**src/sv/fcsg_pkg.sv**
```systemverilog
// ----------------------------------------------------------------------------
// fcsg_pkg
// Shared widths, constants and types of the filled circle span generator.
// ----------------------------------------------------------------------------
package fcsg_pkg;

    localparam int COORD_W    = 16;
    localparam int SPAN_W     = 17;
    localparam int RADIUS_W   = 10;
    localparam int STEP_W     = 11;
    localparam int DECISION_W = 16;
    localparam int COLOR_W    = 32;

    localparam int MAX_RADIUS = 1023;

    localparam logic ACTION_START   = 1'b0;
    localparam logic ACTION_ADVANCE = 1'b1;

    // Running walk state of the circle being filled
    typedef struct packed {
        logic signed [COORD_W-1:0]    center_x;
        logic signed [COORD_W-1:0]    center_y;
        logic [STEP_W-1:0]            step_x;
        logic [STEP_W-1:0]            step_y;
        logic signed [DECISION_W-1:0] decision;
        logic [COLOR_W-1:0]           color;
        logic                         busy;
    } circle_state_t;

    // Precomputed endpoints of one group of four spans
    typedef struct packed {
        logic signed [SPAN_W-1:0] cx_minus_x;
        logic signed [SPAN_W-1:0] cx_plus_x;
        logic signed [SPAN_W-1:0] cx_minus_y;
        logic signed [SPAN_W-1:0] cx_plus_y;
        logic signed [SPAN_W-1:0] cy_minus_y;
        logic signed [SPAN_W-1:0] cy_minus_x;
        logic signed [SPAN_W-1:0] cy_plus_y;
        logic signed [SPAN_W-1:0] cy_plus_x;
        logic [COLOR_W-1:0]       color;
        logic                     done;
    } span_group_t;

endpackage

```
**src/sv/fcsg_step_calc.sv**
```systemverilog
// ----------------------------------------------------------------------------
// fcsg_step_calc
// One midpoint step: picks the walk state (fresh start or held), forms the
// four span endpoints and the updated decision, x, y and busy.
// ----------------------------------------------------------------------------
module fcsg_step_calc (
    input  logic                                  action,
    input  logic signed [fcsg_pkg::COORD_W-1:0]   center_x,
    input  logic signed [fcsg_pkg::COORD_W-1:0]   center_y,
    input  logic [fcsg_pkg::RADIUS_W-1:0]         radius,
    input  logic [fcsg_pkg::COLOR_W-1:0]          fill_color,
    input  fcsg_pkg::circle_state_t               state_cur,
    output fcsg_pkg::circle_state_t               state_next,
    output fcsg_pkg::span_group_t                 group,
    output logic                                  emit
);

    logic [fcsg_pkg::RADIUS_W-1:0]           radius_sat;
    fcsg_pkg::circle_state_t                 src;
    logic signed [fcsg_pkg::SPAN_W-1:0]      cx_ext;
    logic signed [fcsg_pkg::SPAN_W-1:0]      cy_ext;
    logic signed [fcsg_pkg::SPAN_W-1:0]      x_ext;
    logic signed [fcsg_pkg::SPAN_W-1:0]      y_ext;
    logic [fcsg_pkg::STEP_W:0]               diff_xy;
    logic signed [fcsg_pkg::DECISION_W-1:0]  inc_diag;
    logic signed [fcsg_pkg::DECISION_W-1:0]  inc_horz;
    logic [fcsg_pkg::STEP_W-1:0]             x_new;
    logic [fcsg_pkg::STEP_W-1:0]             y_new;

    always_comb begin
        // saturate the radius
        if (radius > fcsg_pkg::RADIUS_W'(fcsg_pkg::MAX_RADIUS)) begin
            radius_sat = fcsg_pkg::RADIUS_W'(fcsg_pkg::MAX_RADIUS);
        end else begin
            radius_sat = radius;
        end

        // select the walk state this request works from
        src = state_cur;
        if (action == fcsg_pkg::ACTION_START) begin
            src.center_x = center_x;
            src.center_y = center_y;
            src.color    = fill_color;
            src.step_x   = '0;
            src.step_y   = fcsg_pkg::STEP_W'(radius_sat);
            src.decision = fcsg_pkg::DECISION_W'(3)
                         - fcsg_pkg::DECISION_W'({radius_sat, 1'b0});
            src.busy     = (radius_sat != '0);
        end

        emit = src.busy;

        // span endpoints from the pre-update x and y
        cx_ext = {src.center_x[fcsg_pkg::COORD_W-1], src.center_x};
        cy_ext = {src.center_y[fcsg_pkg::COORD_W-1], src.center_y};
        x_ext  = $signed(fcsg_pkg::SPAN_W'(src.step_x));
        y_ext  = $signed(fcsg_pkg::SPAN_W'(src.step_y));

        group.cx_minus_x = cx_ext - x_ext;
        group.cx_plus_x  = cx_ext + x_ext;
        group.cx_minus_y = cx_ext - y_ext;
        group.cx_plus_y  = cx_ext + y_ext;
        group.cy_minus_y = cy_ext - y_ext;
        group.cy_minus_x = cy_ext - x_ext;
        group.cy_plus_y  = cy_ext + y_ext;
        group.cy_plus_x  = cy_ext + x_ext;
        group.color      = src.color;

        // decision update
        diff_xy  = {1'b0, src.step_x} - {1'b0, src.step_y};
        inc_diag = $signed(fcsg_pkg::DECISION_W'({{(fcsg_pkg::DECISION_W
                   - fcsg_pkg::STEP_W - 3){diff_xy[fcsg_pkg::STEP_W]}},
                   diff_xy, 2'b00})) + fcsg_pkg::DECISION_W'(10);
        inc_horz = $signed(fcsg_pkg::DECISION_W'({src.step_x, 2'b00}))
                 + fcsg_pkg::DECISION_W'(6);

        x_new = src.step_x + 1'b1;
        state_next = src;
        state_next.step_x = x_new;
        if (src.decision < 0) begin
            y_new               = src.step_y;
            state_next.decision = src.decision + inc_horz;
        end else begin
            y_new               = src.step_y - 1'b1;
            state_next.decision = src.decision + inc_diag;
        end
        state_next.step_y = y_new;
        group.done        = (y_new < x_new);
        state_next.busy   = !(y_new < x_new);

        // idle requests: zero radius start keeps loaded values, idle advance
        // changes nothing
        if (!emit) begin
            state_next = src;
        end
    end

endmodule

```
**src/sv/filled_circle_span_generator_unit.sv**
```systemverilog
// ----------------------------------------------------------------------------
// filled_circle_span_generator_unit
// Midpoint circle fill: emits horizontal spans, four per producing step request.
// ----------------------------------------------------------------------------
// A start request (tuser = 0) loads center, radius and color and emits the
// first group of four spans; each advance request (tuser = 1) emits the next
// group. Spans come out in walk order with repeats and overlaps kept; the
// fourth span of a group carries tlast and every span of the final group
// carries m_tuser (circle done), after which the unit is idle. A start with
// zero radius or an advance while idle produces no spans. A producing request
// sends its four spans on the result channel, one span per cycle while
// m_tready is high, and the next request is taken in the cycle the fourth
// span leaves, so the single span output sets the pace of a steady stream.
// Requests that produce nothing are taken while the group buffer is empty.
// ----------------------------------------------------------------------------
module filled_circle_span_generator_unit (
    input  logic        aclk,
    input  logic        aresetn,
    // request channel
    input  logic        s_tvalid,
    output logic        s_tready,
    input  logic [79:0] s_tdata,   // center_x[15:0], center_y[31:16],
                                   // radius[41:32], fill_color[73:42], zero pad
    input  logic        s_tuser,   // action: 0 start, 1 advance
    // span channel
    output logic        m_tvalid,
    input  logic        m_tready,
    output logic [87:0] m_tdata,   // span_x_start[16:0], span_x_end[33:17],
                                   // span_y[50:34], span_color[82:51], zero pad
    output logic        m_tlast,   // last_in_step
    output logic        m_tuser    // circle_done
);

    fcsg_pkg::circle_state_t state_reg;
    fcsg_pkg::circle_state_t state_next;
    fcsg_pkg::span_group_t   group_reg;
    fcsg_pkg::span_group_t   group_calc;
    logic                    group_valid_reg;
    logic [1:0]              span_idx_reg;
    logic                    emit;
    logic                    s_accept;
    logic                    m_accept;
    logic                    last_span;

    logic signed [fcsg_pkg::SPAN_W-1:0] out_xs;
    logic signed [fcsg_pkg::SPAN_W-1:0] out_xe;
    logic signed [fcsg_pkg::SPAN_W-1:0] out_y;

    // step arithmetic on the incoming request
    fcsg_step_calc u_step_calc (
        .action     (s_tuser),
        .center_x   (s_tdata[15:0]),
        .center_y   (s_tdata[31:16]),
        .radius     (s_tdata[41:32]),
        .fill_color (s_tdata[73:42]),
        .state_cur  (state_reg),
        .state_next (state_next),
        .group      (group_calc),
        .emit       (emit)
    );

    assign last_span = (span_idx_reg == 2'd3);
    assign m_accept  = m_tvalid && m_tready;
    // take a request when the group buffer is empty or its last span leaves
    assign s_tready  = !group_valid_reg || (m_tready && last_span);
    assign s_accept  = s_tvalid && s_tready;

    // walk state: advance on every accepted request
    always_ff @(posedge aclk) begin
        if (!aresetn) begin
            state_reg <= '0;
        end else if (s_accept) begin
            state_reg <= state_next;
        end
    end

    // group buffer and span counter
    always_ff @(posedge aclk) begin
        if (!aresetn) begin
            group_valid_reg <= 1'b0;
            span_idx_reg    <= 2'd0;
        end else if (s_accept) begin
            group_valid_reg <= emit;
            span_idx_reg    <= 2'd0;
        end else if (m_accept) begin
            span_idx_reg <= span_idx_reg + 2'd1;
            if (last_span) begin
                group_valid_reg <= 1'b0;
            end
        end
    end

    // payload holds no reset
    always_ff @(posedge aclk) begin
        if (s_accept && emit) begin
            group_reg <= group_calc;
        end
    end

    // pick the span of the group in walk order
    always_comb begin
        case (span_idx_reg)
            2'd0: begin
                out_xs = group_reg.cx_minus_x;
                out_xe = group_reg.cx_plus_x;
                out_y  = group_reg.cy_minus_y;
            end
            2'd1: begin
                out_xs = group_reg.cx_minus_y;
                out_xe = group_reg.cx_plus_y;
                out_y  = group_reg.cy_minus_x;
            end
            2'd2: begin
                out_xs = group_reg.cx_minus_x;
                out_xe = group_reg.cx_plus_x;
                out_y  = group_reg.cy_plus_y;
            end
            default: begin
                out_xs = group_reg.cx_minus_y;
                out_xe = group_reg.cx_plus_y;
                out_y  = group_reg.cy_plus_x;
            end
        endcase
    end

    assign m_tvalid = group_valid_reg;
    assign m_tdata  = {5'b0, group_reg.color, out_y, out_xe, out_xs};
    assign m_tlast  = last_span;
    assign m_tuser  = group_reg.done;

endmodule
```
**config.mk**
```make
export PLATFORM = sky130hd
export DESIGN_NAME = filled_circle_span_generator_unit
export DESIGN_NICKNAME = d
export VERILOG_FILES = /design/src/sv/fcsg_pkg.sv /design/src/sv/fcsg_step_calc.sv /design/src/sv/filled_circle_span_generator_unit.sv
export SDC_FILE = /design/constraint.sdc
export NUM_CORES = 1
export LEC_CHECK = 0
export ABC_AREA = 1
export BUFFER_PORTS_ARGS = -buffer_cell sky130_fd_sc_hd__buf_4
export CAP_MARGIN = 20
export CORE_ASPECT_RATIO = 1.2
export CORE_MARGIN = 3
export CORE_UTILIZATION = 55
export DETAILED_ROUTE_END_ITERATION = 8
export PLACE_DENSITY_LB_ADDON = 0.05
export SLEW_MARGIN = 25
export SYNTH_ARGS = -nofsm -noshare
export SYNTH_HDL_FRONTEND = slang
export SYNTH_HIERARCHICAL = 1
export SYNTH_SLANG_ARGS = --single-unit
```
**constraint.sdc**
```tcl
create_clock -name aclk -period 12.8 [get_ports aclk]
set_input_delay 1.28 -clock aclk [delete_from_list [all_inputs] [get_ports aclk]]
set_output_delay 1.28 -clock aclk [all_outputs]
set_load 0.01 [all_outputs]
```
==> impl_metrics.yaml <==
clock_tree:
  clock-sinks: 274
  cts_buffers: 30
  cts_tree: "yes"
  root_buffer: "clkbuf_16"
  cts_hold_buf: 0
  clk_latency_ns: 0.58
  post_cts_buffers: 0
  ctsLongestPathBuffers: 3
  htreeDepth: 1
  path_clk_slew_ns: 0.07
  cts_resized: 0
layout:
  layout_commonest_cell: "nand2_1"
  multi_input_area_um2: 11330
  largest_reg_flops: 136
  final_cell_mix: "779 x nand2_1, 298 x inv_1, 226 x a21oi_1"
  syn2layout_area_growth_pct: 8.287
  regArea_um2: 7177
  stdcell_count: 3341
  fillers: 3468
  drive_above_1_share: 0.09941
  antenna_cells: 0
  nets: 3087
  design_area_um2: 22610
  final_util: 0.6080
synth:
  mappedNetlistArea_um2: 20880
  ys_warn_count: 6
  syn_inst: 2840
  post_synth.cell_area_avg_um2: 7.352
hold_path:
  hp-class: "flip-flop to flip-flop"
  hold_depth: 2
  min_from: "state_reg[42]"
  hold_end: "state_reg[42]"
sta:
  min_period_over_period: 0.5112
  clock_skew_ns: 0.01713
  slew_headroom: 0.3144
  max_freq_ghz: 0.1528
  worst_pin_slew_ns: 1.026
  rsz0062_at_grt: "no"
  setup_ws_ns: 6.257
  hold_viol_final: 0
  slew_viol_final: 0
  setup-tns-final_ns: 0
  setup_viol: 0
  finalCriticalPeriod_ns: 6.543
routing:
  firstDrtPassIters: 5
  avgRoutedWirePerCell_um: 18.26
  viasPerCell: 5.549
  route.antenna.remaining_nets: 0
  drc: 0
  wirelength_um: 61020
  vias: 18540
  drt_iter0_markers: 1467
worst_setup_path:
  cp_data_arrival_time_ns: 7.02
  critPathRequiredTime_ns: 13.28
  r2r-start: "state_reg[61]"
  crit_type: "input pin to flip-flop"
  r2r_end: "state_reg[48]"
  crit_path_start_kind: "input pin"
  r2r_setup_slack_ns: 8.13
  crit_start: "s_tuser"
  crit_path_max_fanout: 50
  reg2reg_depth: 22
  endpoint_kind: "flip-flop"
power_and_ir_drop:
  p_leak_nw: 11.05
  irDropWorstVdd_mv: 0.09720
  p_per_area_nw_per_um2: 130.6
place:
  dp.cells: 3286
  io_buffers: 165
  gp_congestion: 0.9547
  placed_area_um2: 21590
  post-place-ws_ns: 5.755
  hpwl_um: 44080
die:
  core-area_um2: 37190
  num_rows: 77
  dieArea_um2: 40350
  initial_core_util: 0.5615
  die_w_um: 183.9
  io_pins: 177
  die_y_um: 219.4
global_routing:
  grt_max_degree: 113
  grt_pass1_vias: 17670
  grt.total_usage: 0.2961
  grt_pass1_wl_um: 94760
  gr-total-overflow: 0
  antenna_found_initial: 0
outcome:
  status: "completed"
job:
  cap_violations: 0
==> metal layers <==
| metal | GRT usage | part of all wire | vias to the layer above |
|---|---|---|---|
| met4 | 0.1326 | 0.048 | 0 |
| met3 | 0.03465 | 0.057 | 148 |
| met5 | 0 | 0 | - |
| met1 | 0.3837 | 0.42 | 8609 |
| li1 | - | - | 9147 |
| met2 | 0.4977 | 0.47 | 635 |
==> metrics by stage <==
step | hold WS (ns) | total power [W]
final | 0.4827 | 0.002952
after CTS | 0.4802 | 0.002961
after floorplan | 0.4438 | 0.001801
after global placement | 0.4543 | 0.002028
after global routing | 0.4969 | 0.003123
after detailed placement | 0.4633 | 0.002046
==> worst max-delay path, stage by stage <==
cell and delay (ns):
buf_4 0.48, buf_4 0.41, buf_4 0.65, nand2_2 0.29, inv_1 0.45, ha_1 0.23
inv_1 0.07, nor3_2 0.26, nand3_1 0.20, nor2_2 0.17, nand3_1 0.10, xor2_1 0.42
inv_1 0.18, ha_1 0.40, inv_1 0.07, nor3_1 0.24, nand4_1 0.18, nand3_1 0.16
a21oi_1 0.09, o21ai_0 0.24, nand2_1 0.08, inv_1 0.06, nand3_1 0.07, nand2_1 0.10
nor2_1 0.05
==> worst max path at each step <==
| stage | end | slack (ns) | depth (start not counted) |
|---|---|---|---|
| after global placement | state_reg[48] | 5.88 | 25 |
| final | state_reg[48] | 6.26 | 25 |
| after detailed placement | state_reg[48] | 5.76 | 25 |
| after global routing | state_reg[48] | 5.97 | 25 |
| after floorplan | group_reg[100] | 2.74 | 9 |
| after CTS | state_reg[48] | 6.37 | 25 |
==> cell type report <==
type | count | area share
multi-input cells | 2053 | 0.5010
flip-flops and latches | 274 | 0.3174
repair buffers | 177 | 0.05910
inverters | 308 | 0.05124
clock buffers | 38 | 0.03547
well taps | 474 | 0.02623
clock inverters | 17 | 0.009518
==> power by group <==
group          switching, W  total (W)  internal [W]
registers         0.0000332    0.00109       0.00106
clock network      0.000373   0.000915      0.000542
logic              0.000615   0.000944      0.000329
No activity file was read; power rests on OpenSTA's default activity.
